File: src/sv/lpc_pkg.sv
// ----------------------------------------------------------------------------
// lpc_pkg
// shared constants, types and tables of the line position centroid block
// ----------------------------------------------------------------------------
`default_nettype none

package lpc_pkg;

  // default geometry
  localparam int LPC_CHANNELS    = 8;
  localparam int LPC_SAMPLE_BITS = 12;

  // fixed by the sensor bar and the result format
  localparam int NUM_CH_MAX  = 8;
  localparam int WEIGHT_W    = 13;
  localparam int POS_W       = 13;
  localparam int QUO_W       = 12;
  localparam int CFG_IDX_W   = 4;
  localparam int MASK_W      = 8;
  localparam int FLAT_MARGIN = 40;

  typedef enum logic [2:0] {
    ST_IDLE,
    ST_PASS,
    ST_CHECK,
    ST_DIV,
    ST_OUT
  } lpc_state_e;

  typedef struct packed {
    logic start;
    logic neg;
  } lpc_div_ctrl_t;

  typedef struct packed {
    logic                    done;
    logic signed [POS_W-1:0] quotient;
  } lpc_div_stat_t;

  // position weight of each channel, leftmost first
  function automatic logic signed [WEIGHT_W-1:0] chan_weight(input logic [2:0] idx);
    logic signed [WEIGHT_W-1:0] w;
    case (idx)
      3'd0:    w = -13'sd3500;
      3'd1:    w = -13'sd2500;
      3'd2:    w = -13'sd1500;
      3'd3:    w = -13'sd500;
      3'd4:    w = 13'sd500;
      3'd5:    w = 13'sd1500;
      3'd6:    w = 13'sd2500;
      3'd7:    w = 13'sd3500;
      default: w = 13'sd0;
    endcase
    return w;
  endfunction

  // threshold values after reset
  function automatic logic [15:0] thr_reset(input int idx);
    logic [15:0] v;
    case (idx)
      0:       v = 16'd1042;
      1:       v = 16'd1535;
      2:       v = 16'd1919;
      3:       v = 16'd772;
      4:       v = 16'd914;
      5:       v = 16'd2140;
      6:       v = 16'd2682;
      7:       v = 16'd2088;
      default: v = 16'd0;
    endcase
    return v;
  endfunction

endpackage

`default_nettype wire

File: src/sv/lpc_divider.sv
// ----------------------------------------------------------------------------
// lpc_divider
// restoring divider, one quotient bit per cycle, signed result
// ----------------------------------------------------------------------------
`default_nettype none

module lpc_divider #(
  parameter int CHANNELS    = lpc_pkg::LPC_CHANNELS,
  parameter int SAMPLE_BITS = lpc_pkg::LPC_SAMPLE_BITS
) (
  input  wire                                                  clk_i,
  input  wire                                                  rst_ni,
  input  lpc_pkg::lpc_div_ctrl_t                               ctrl_i,
  input  wire [SAMPLE_BITS+lpc_pkg::QUO_W+$clog2(CHANNELS)-1:0] num_i,
  input  wire [SAMPLE_BITS+$clog2(CHANNELS)-1:0]               den_i,
  output lpc_pkg::lpc_div_stat_t                               stat_o
);
  import lpc_pkg::*;

  localparam int L_W    = $clog2(CHANNELS);
  localparam int TOT_W  = SAMPLE_BITS + L_W;
  localparam int NUM_W  = SAMPLE_BITS + QUO_W + L_W;
  localparam int DVS_W  = TOT_W + QUO_W - 1;
  localparam int CNT_W  = $clog2(QUO_W);

  logic [NUM_W-1:0] rem_q, rem_d;
  logic [DVS_W-1:0] dvs_q, dvs_d;
  logic [QUO_W-1:0] quo_q, quo_d;
  logic [CNT_W-1:0] cnt_q, cnt_d;
  logic             busy_q, busy_d;
  logic             done_q, done_d;
  logic             neg_q, neg_d;
  logic [NUM_W-1:0] dvs_ext;
  logic             fits;

  assign dvs_ext = NUM_W'(dvs_q);
  assign fits    = (rem_q >= dvs_ext);

  always_comb begin
    rem_d  = rem_q;
    dvs_d  = dvs_q;
    quo_d  = quo_q;
    cnt_d  = cnt_q;
    busy_d = busy_q;
    neg_d  = neg_q;
    done_d = 1'b0;
    if (ctrl_i.start) begin
      rem_d  = num_i;
      dvs_d  = {den_i, {(QUO_W-1){1'b0}}};
      quo_d  = '0;
      cnt_d  = CNT_W'(QUO_W - 1);
      busy_d = 1'b1;
      neg_d  = ctrl_i.neg;
    end else if (busy_q) begin
      if (fits) begin
        rem_d = rem_q - dvs_ext;
      end
      quo_d = {quo_q[QUO_W-2:0], fits};
      dvs_d = dvs_q >> 1;
      cnt_d = cnt_q - CNT_W'(1);
      if (cnt_q == '0) begin
        busy_d = 1'b0;
        done_d = 1'b1;
      end
    end
  end

  always_ff @(posedge clk_i or negedge rst_ni) begin
    if (!rst_ni) begin
      busy_q <= 1'b0;
      done_q <= 1'b0;
    end else begin
      busy_q <= busy_d;
      done_q <= done_d;
    end
  end

  always_ff @(posedge clk_i) begin
    rem_q <= rem_d;
    dvs_q <= dvs_d;
    quo_q <= quo_d;
    cnt_q <= cnt_d;
    neg_q <= neg_d;
  end

  // truncation toward zero: divide magnitudes, then restore the sign
  always_comb begin
    stat_o.done     = done_q;
    stat_o.quotient = neg_q ? -$signed({1'b0, quo_q}) : $signed({1'b0, quo_q});
  end

endmodule

`default_nettype wire

File: src/sv/line_position_centroid_top.sv
// ----------------------------------------------------------------------------
// line_position_centroid_top
// weighted centroid line position from one frame of reflectance samples
// ----------------------------------------------------------------------------
// One transaction on the input carries a frame of CHANNELS samples; each
// frame gives exactly one result transaction with the line position and the
// mask of dark channels. A frame runs the centroid pass (one channel per
// cycle through a rotating sample register and a single multiply-accumulate),
// a decision state and the bit-serial divider, then capture and result. A
// frame with no channel under its threshold and enough contrast runs a
// second pass around the mid level; a flat frame ends after the first pass.
// Thresholds are written through cfg_we_i / cfg_index_i / cfg_data_i; the
// user must write them only while the block is idle, which the block itself
// does not enforce; indexes at or above CHANNELS are ignored.
`default_nettype none

module line_position_centroid_top #(
  parameter int CHANNELS    = lpc_pkg::LPC_CHANNELS,
  parameter int SAMPLE_BITS = lpc_pkg::LPC_SAMPLE_BITS
) (
  input  wire                               clk_i,
  input  wire                               rst_ni,
  // configuration
  input  wire                               cfg_we_i,
  input  wire [lpc_pkg::CFG_IDX_W-1:0]      cfg_index_i,
  input  wire [SAMPLE_BITS-1:0]             cfg_data_i,
  // frame input
  input  wire                               in_valid_i,
  output logic                              in_ready_o,
  input  wire [SAMPLE_BITS-1:0]             sample_0_i,
  input  wire [SAMPLE_BITS-1:0]             sample_1_i,
  input  wire [SAMPLE_BITS-1:0]             sample_2_i,
  input  wire [SAMPLE_BITS-1:0]             sample_3_i,
  input  wire [SAMPLE_BITS-1:0]             sample_4_i,
  input  wire [SAMPLE_BITS-1:0]             sample_5_i,
  input  wire [SAMPLE_BITS-1:0]             sample_6_i,
  input  wire [SAMPLE_BITS-1:0]             sample_7_i,
  // result output
  output logic                              out_valid_o,
  input  wire                               out_ready_i,
  output logic signed [lpc_pkg::POS_W-1:0]  position_error_o,
  output logic [lpc_pkg::MASK_W-1:0]        hit_mask_o
);
  import lpc_pkg::*;

  localparam int CH_W   = $clog2(CHANNELS);
  localparam int TOT_W  = SAMPLE_BITS + CH_W;
  localparam int NUM_W  = SAMPLE_BITS + QUO_W + CH_W;
  localparam int WS_W   = NUM_W + 1;
  localparam int INT_W  = SAMPLE_BITS + 1;
  localparam int PROD_W = INT_W + WEIGHT_W;

  // input samples as an array
  logic [SAMPLE_BITS-1:0] in_smp [NUM_CH_MAX];
  assign in_smp[0] = sample_0_i;
  assign in_smp[1] = sample_1_i;
  assign in_smp[2] = sample_2_i;
  assign in_smp[3] = sample_3_i;
  assign in_smp[4] = sample_4_i;
  assign in_smp[5] = sample_5_i;
  assign in_smp[6] = sample_6_i;
  assign in_smp[7] = sample_7_i;

  // control state
  lpc_state_e state_q, state_d;
  logic       pass2_q;
  logic       out_valid_q;

  // datapath registers
  logic [SAMPLE_BITS-1:0]  thr_q [CHANNELS];
  logic [SAMPLE_BITS-1:0]  smp_q [CHANNELS];
  logic [CH_W-1:0]         ch_q;
  logic signed [WS_W-1:0]  wsum_q;
  logic [TOT_W-1:0]        tot_q;
  logic [CHANNELS-1:0]     mask_q;
  logic [SAMPLE_BITS-1:0]  lo_q, hi_q;
  logic [SAMPLE_BITS-1:0]  mid_q;
  logic signed [POS_W-1:0] last_pos_q;
  logic signed [POS_W-1:0] pos_out_q;
  logic [MASK_W-1:0]       mask_out_q;

  // control outputs of the sequencer
  logic          accept;
  logic          pass_last;
  logic          start_pass2;
  logic          load_out;
  logic          flat_contrast;
  lpc_div_ctrl_t div_ctrl;
  lpc_div_stat_t div_stat;

  // datapath of one channel step
  logic [SAMPLE_BITS-1:0]   pivot;
  logic signed [INT_W-1:0]  inten;
  logic                     dark;
  logic signed [PROD_W-1:0] prod;
  logic [INT_W-1:0]         lo_margin;
  logic [INT_W-1:0]         lo_hi_sum;
  logic signed [WS_W-1:0]   wsum_neg;
  logic [NUM_W-1:0]         num_mag;

  assign pivot     = pass2_q ? mid_q : thr_q[ch_q];
  assign inten     = $signed({1'b0, pivot}) - $signed({1'b0, smp_q[0]});
  assign dark      = !inten[INT_W-1] && (inten != '0);
  assign prod      = PROD_W'(inten) * PROD_W'(chan_weight(3'(ch_q)));
  assign pass_last = (ch_q == CH_W'(CHANNELS - 1));

  // contrast test for a frame with no dark channel
  assign lo_margin     = {1'b0, lo_q} + INT_W'(FLAT_MARGIN);
  assign flat_contrast = ({1'b0, hi_q} > lo_margin);
  assign lo_hi_sum     = {1'b0, lo_q} + {1'b0, hi_q};

  // divide magnitudes; the divider puts the sign back
  assign wsum_neg = -wsum_q;
  assign num_mag  = wsum_q[WS_W-1] ? wsum_neg[NUM_W-1:0] : wsum_q[NUM_W-1:0];

  lpc_divider #(
    .CHANNELS    (CHANNELS),
    .SAMPLE_BITS (SAMPLE_BITS)
  ) u_divider (
    .clk_i  (clk_i),
    .rst_ni (rst_ni),
    .ctrl_i (div_ctrl),
    .num_i  (num_mag),
    .den_i  (tot_q),
    .stat_o (div_stat)
  );

  // next state
  always_comb begin
    state_d = state_q;
    case (state_q)
      ST_IDLE: begin
        if (in_valid_i) begin
          state_d = ST_PASS;
        end
      end
      ST_PASS: begin
        if (pass_last) begin
          state_d = ST_CHECK;
        end
      end
      ST_CHECK: begin
        if (tot_q != '0) begin
          state_d = ST_DIV;
        end else if (!pass2_q && flat_contrast) begin
          state_d = ST_PASS;
        end else begin
          state_d = ST_OUT;
        end
      end
      ST_DIV: begin
        if (div_stat.done) begin
          state_d = ST_OUT;
        end
      end
      ST_OUT: begin
        if (!out_valid_q || out_ready_i) begin
          state_d = ST_IDLE;
        end
      end
      default: state_d = ST_IDLE;
    endcase
  end

  // sequencer outputs
  always_comb begin
    in_ready_o     = 1'b0;
    start_pass2    = 1'b0;
    load_out       = 1'b0;
    div_ctrl.start = 1'b0;
    div_ctrl.neg   = wsum_q[WS_W-1];
    case (state_q)
      ST_IDLE:  in_ready_o = 1'b1;
      ST_CHECK: begin
        if (tot_q != '0) begin
          div_ctrl.start = 1'b1;
        end else if (!pass2_q && flat_contrast) begin
          start_pass2 = 1'b1;
        end
      end
      ST_OUT:   load_out = !out_valid_q || out_ready_i;
      default:  in_ready_o = 1'b0;
    endcase
  end

  assign accept = in_valid_i && in_ready_o;

  // control registers
  always_ff @(posedge clk_i or negedge rst_ni) begin
    if (!rst_ni) begin
      state_q     <= ST_IDLE;
      pass2_q     <= 1'b0;
      out_valid_q <= 1'b0;
      last_pos_q  <= '0;
      for (int i = 0; i < CHANNELS; i++) begin
        thr_q[i] <= SAMPLE_BITS'(thr_reset(i));
      end
    end else begin
      state_q <= state_d;
      if (accept) begin
        pass2_q <= 1'b0;
      end else if (start_pass2) begin
        pass2_q <= 1'b1;
      end
      if (load_out) begin
        out_valid_q <= 1'b1;
      end else if (out_ready_i) begin
        out_valid_q <= 1'b0;
      end
      // only a successful pass moves the held position
      if (div_stat.done) begin
        last_pos_q <= div_stat.quotient;
      end
      if (cfg_we_i && (cfg_index_i < CFG_IDX_W'(CHANNELS))) begin
        thr_q[cfg_index_i[CH_W-1:0]] <= cfg_data_i;
      end
    end
  end

  // datapath registers
  always_ff @(posedge clk_i) begin
    if (accept || start_pass2) begin
      ch_q   <= '0;
      wsum_q <= '0;
      tot_q  <= '0;
      mask_q <= '0;
    end else if (state_q == ST_PASS) begin
      ch_q <= ch_q + CH_W'(1);
      if (dark) begin
        wsum_q       <= wsum_q + WS_W'(prod);
        tot_q        <= tot_q + TOT_W'(inten[SAMPLE_BITS-1:0]);
        mask_q[ch_q] <= 1'b1;
      end
    end

    // sample register rotates one channel per cycle, back in place after a pass
    if (accept) begin
      for (int i = 0; i < CHANNELS; i++) begin
        smp_q[i] <= in_smp[i];
      end
    end else if (state_q == ST_PASS) begin
      for (int i = 0; i < CHANNELS - 1; i++) begin
        smp_q[i] <= smp_q[i+1];
      end
      smp_q[CHANNELS-1] <= smp_q[0];
    end

    // frame minimum and maximum, gathered during the first pass
    if (state_q == ST_PASS && !pass2_q) begin
      if (ch_q == '0) begin
        lo_q <= smp_q[0];
        hi_q <= smp_q[0];
      end else begin
        if (smp_q[0] < lo_q) begin
          lo_q <= smp_q[0];
        end
        if (smp_q[0] > hi_q) begin
          hi_q <= smp_q[0];
        end
      end
    end

    if (start_pass2) begin
      mid_q <= lo_hi_sum[INT_W-1:1];
    end

    if (load_out) begin
      pos_out_q  <= div_stat.done ? div_stat.quotient : last_pos_q;
      mask_out_q <= MASK_W'(mask_q);
    end
  end

  assign out_valid_o      = out_valid_q;
  assign position_error_o = pos_out_q;
  assign hit_mask_o       = mask_out_q;

endmodule

`default_nettype wire

File: config.mk
export PLATFORM = sky130hd
export DESIGN_NAME = line_position_centroid_top
export DESIGN_NICKNAME = d
export VERILOG_FILES = /design/src/sv/lpc_pkg.sv /design/src/sv/lpc_divider.sv /design/src/sv/line_position_centroid_top.sv
export SDC_FILE = /design/constraint.sdc
export NUM_CORES = 1
export LEC_CHECK = 0
export BUFFER_PORTS_ARGS = -buffer_cell sky130_fd_sc_hd__buf_2
export CAP_MARGIN = 5
export CORE_MARGIN = 5
export CORE_UTILIZATION = 63
export DETAILED_ROUTE_END_ITERATION = 6
export PLACE_DENSITY = 0.84
export SYNTH_ARGS = -nofsm -noshare
export SYNTH_HDL_FRONTEND = slang
export SYNTH_HIERARCHICAL = 1
export SYNTH_SLANG_ARGS = --single-unit
File: constraint.sdc
create_clock -name clk_i -period 9.7 [get_ports clk_i]
set_input_delay 0.485 -clock clk_i [delete_from_list [all_inputs] [get_ports clk_i]]
set_output_delay 0.485 -clock clk_i [all_outputs]
set_load 0.01 [all_outputs]
==> run_results.csv <==
group,metric,value,unit
floorplanning,core-area,43100,µm²
routing,drt_wl_total,69.0,mm
place,dp_cells,3220,
layout,drive_above_1_share,19.8,%
floorplanning,initial_core_util,63.8,%
yosys,async_reset_ff_share,29.1,%
timing,drv_slew,0,
yosys,yosysSeqAreaShare,38.5,%
global_route,grt_pass1_wl,111,mm
timing,slew_headroom,17.0,%
routing,post-route-drc-count,0,
global_route,grt_max_degree,84,
layout,fin_area,30200,µm²
layout,layoutNonFillerInstCount,3302,
yosys,synth_warnings,6,
timing,tightest_slew,1240,ps
yosys,synth-seq-cells,398,
clock_tree,clk_latency,580,ps
place,place_congestion,0.943,
place,placed_cell_area,28700,µm²
timing,min_period,9090,ps
routing,wire_per_inst,20.9,µm
place,post-place-ws,382,ps
clock_tree,numCtsBuffers,42,
global_route,grt_pass1_vias,21000,
critical_path,cp-start-kind,"flop",
timing,fin_ws,610,ps
routing,drt_pre_antenna_iters,5,
timing,rsz0062_at_grt,"false",
routing,vias_per_cell,6.08,
floorplanning,die_h,219,µm
routing,dr_total_vias,20100,
place,hpwl,51.5,mm
global_route,antenna_found_initial,4,
floorplanning,die_w,219,µm
critical_path,critical_path_required,10140,ps
layout,final_common_cell,"inv_1",
floorplanning,die_area,47900,µm²
routing,final_antenna_net_count,0,
floorplanning,placementRows,76,
yosys,yosys.cell_types.count,84,
timing,finClkSkew,26.1,ps
critical_path,slowest_delay,580,ps
critical_path,cp-end-kind,"flop",
clock_tree,post_cts_buffers,0,
yosys,synth_cells,2579,
clock_tree,cts.clk_slew.worst_paths,60,ps
yosys,synth_area,27500,µm²
critical_path,cpMaxStageDelayCell,"fa_1",
clock_tree,cts_buffer_depth,3,
global_route,grt_overflow,0,
layout,final_cell_mix,"inv_1 (289), mux2_2 (200), ha_1 (197)",
layout,area_growth,9.76,%
timing,post-route-period-util,93.7,%
clock_tree,cts_tree,"yes",
flow_run,drv_cap,0,
timing,final_hold_viol_count,0,
layout,fillerInstances,3030,
critical_path,arrival,9530,ps
critical_path,critPathMaxFanout,32,
clock_tree,htreeDepth,2,
yosys,post_synth.cell_area_avg,10.7,µm²
clock_tree,cts_root_buf,"clkbuf_16",
timing,max_freq,110,MHz
floorplanning,ios,140,
clock_tree,clkSinkCount,398,
layout,nNetsFinal,3151,
critical_path,crit_top_cell,"fa_1",
status,status,"complete, no violations",
yosys,ys.flop_type,"edfxtp_1",
critical_path,path_class,"flop to flop",
timing,finalSetupViolations,0,
routing,drtIter0Drc,1570,
place,io_buffers,139,
global_route,grt_usage,29.0,%
timing,tns,0,ps
yosys,synth_edf_count,196,
worst_hold_path,hold_class,"input port to flop",
[cell usage after synthesis (13+ instances only)]
cell type | n | area [µm²]
inv_1 | 289 | 1080
mux2_2 | 200 | 2250
ha_1 | 197 | 2460
edfxtp_1 | 196 | 5890
nand2_1 | 169 | 634
fa_1 | 157 | 3140
o21ai_0 | 143 | 716
nor2_1 | 139 | 522
a21oi_1 | 119 | 596
dfxtp_1 | 86 | 1720
clkbuf_1 | 80 | 300
xnor2_1 | 78 | 683
dfrtp_1 | 70 | 1750
nand3_1 | 58 | 290
dfstp_2 | 46 | 1210
mux2i_1 | 46 | 460
and2_1 | 43 | 269
nor3_1 | 35 | 175
o21a_1 | 25 | 188
o31ai_1 | 25 | 188
and3_1 | 24 | 150
xor2_1 | 23 | 201
nor2b_1 | 21 | 131
a21o_1 | 20 | 150
a211oi_1 | 19 | 143
buf_2 | 17 | 85.1
buf_1 | 16 | 60.1
o211ai_1 | 15 | 113
nand4_1 | 14 | 87.6
o21bai_1 | 13 | 97.6
[metal layers]
metal	track usage [%]	vias up	wire length [µm]
met5	0	-	34
met4	12.6	6	3240
met3	4.70	207	4170
met2	50.1	748	34500
met1	36.4	9880	27000
li1	-	9242	-
[worst paths after layout]
path / startpoint / end / slack (ps) / depth (start not counted)
min reg2reg: mask_q[7]$_SDFFE_PP0P_ / hit_mask_o[7]$_DFFE_PP_ / 450 / 0
max in group asynchronous: rst_ni / thr_q[36]$_DFFE_PN0P_ / 7890 / 3
min in group asynchronous: rst_ni / pass2_q$_DFFE_PN0P_ / 460 / 2
min: sample_7_i[11] / smp_q[0][95]$_DFFE_PP_ / 180 / 3
max: ch_q[1]$_SDFFE_PP0P_ / wsum_q[26]$_SDFFE_PP0P_ / 610 / 27
max reg2reg: ch_q[1]$_SDFFE_PP0P_ / wsum_q[26]$_SDFFE_PP0P_ / 610 / 27
[state kept, by name, indices dropped and copies added (netlist names), 8 cells and up, named ones only]
name	cells
smp_q	96
thr_q	96
u_divider/rem_q	27
u_divider/dvs_q	26
wsum_q	26
tot_q	15
last_pos_q	13
position_error_o	13
hi_q	12
lo_q	12
mid_q	12
u_divider/quo_q	12
hit_mask_o	8
mask_q	8
[cell families (layout without fill, tap and decap cells)]
family	count (synthesis)	after routing	synth area share [%]
AND/OR/NAND/NOR	576	576	10.1
flip-flops	398	398	38.5
adder cells (fa/ha/maj)	354	354	20.4
other	1	6	0.0137
multiplexers	259	259	10.9
AO/OA/AOI/OAI	482	482	11.1
XOR/XNOR	101	101	3.22
buffers and inverters	408	541	5.71
[stage by stage]
step | hold WS, ps | utilization [%]
floorplan | 189 | -
global placement | 437 | 66.7
detailed placement | 427 | 66.7
CTS | 159 | 69.9
global route | 198 | 70.0
finish | 180 | 70.0
[critical path, delay by kind of cell (launching register included)]
family / cells / cell delay [ps]
adders and majority gates: 8 / 3660
xor gates and xnor gates: 1 / 150
and+or+nand+nor: 5 / 1520
muxes: 1 / 240
buffers and inverters: 1 / 420
AOI/OAI and AO/OA: 11 / 2530
DFF: 1 / 390
[final cells by class]
type	count	area (µm²)	share of cell area (%)
Tap cell	585	732	2.43
Antenna cell	4	10.0	0.0332
Sequential cell	398	10600	35.0
Timing Repair Buffer	172	952	3.16
Clock buffer	55	1160	3.85
Inverter	292	1100	3.63
Clock inverter	22	221	0.734
Multi-Input combinational cell	1774	15400	51.1
[what timing repair did]
item | CTS | global route
gates resized for setup | 0 | 4
hold buffers | 1 | 0
endpoints found under the hold margin | 32 | 0
setup endpoints to repair | 0 | 5
Power is left out: the tool's default activity adds up to more than one toggle a clock period on the data nets, which glitch-free logic cannot reach.
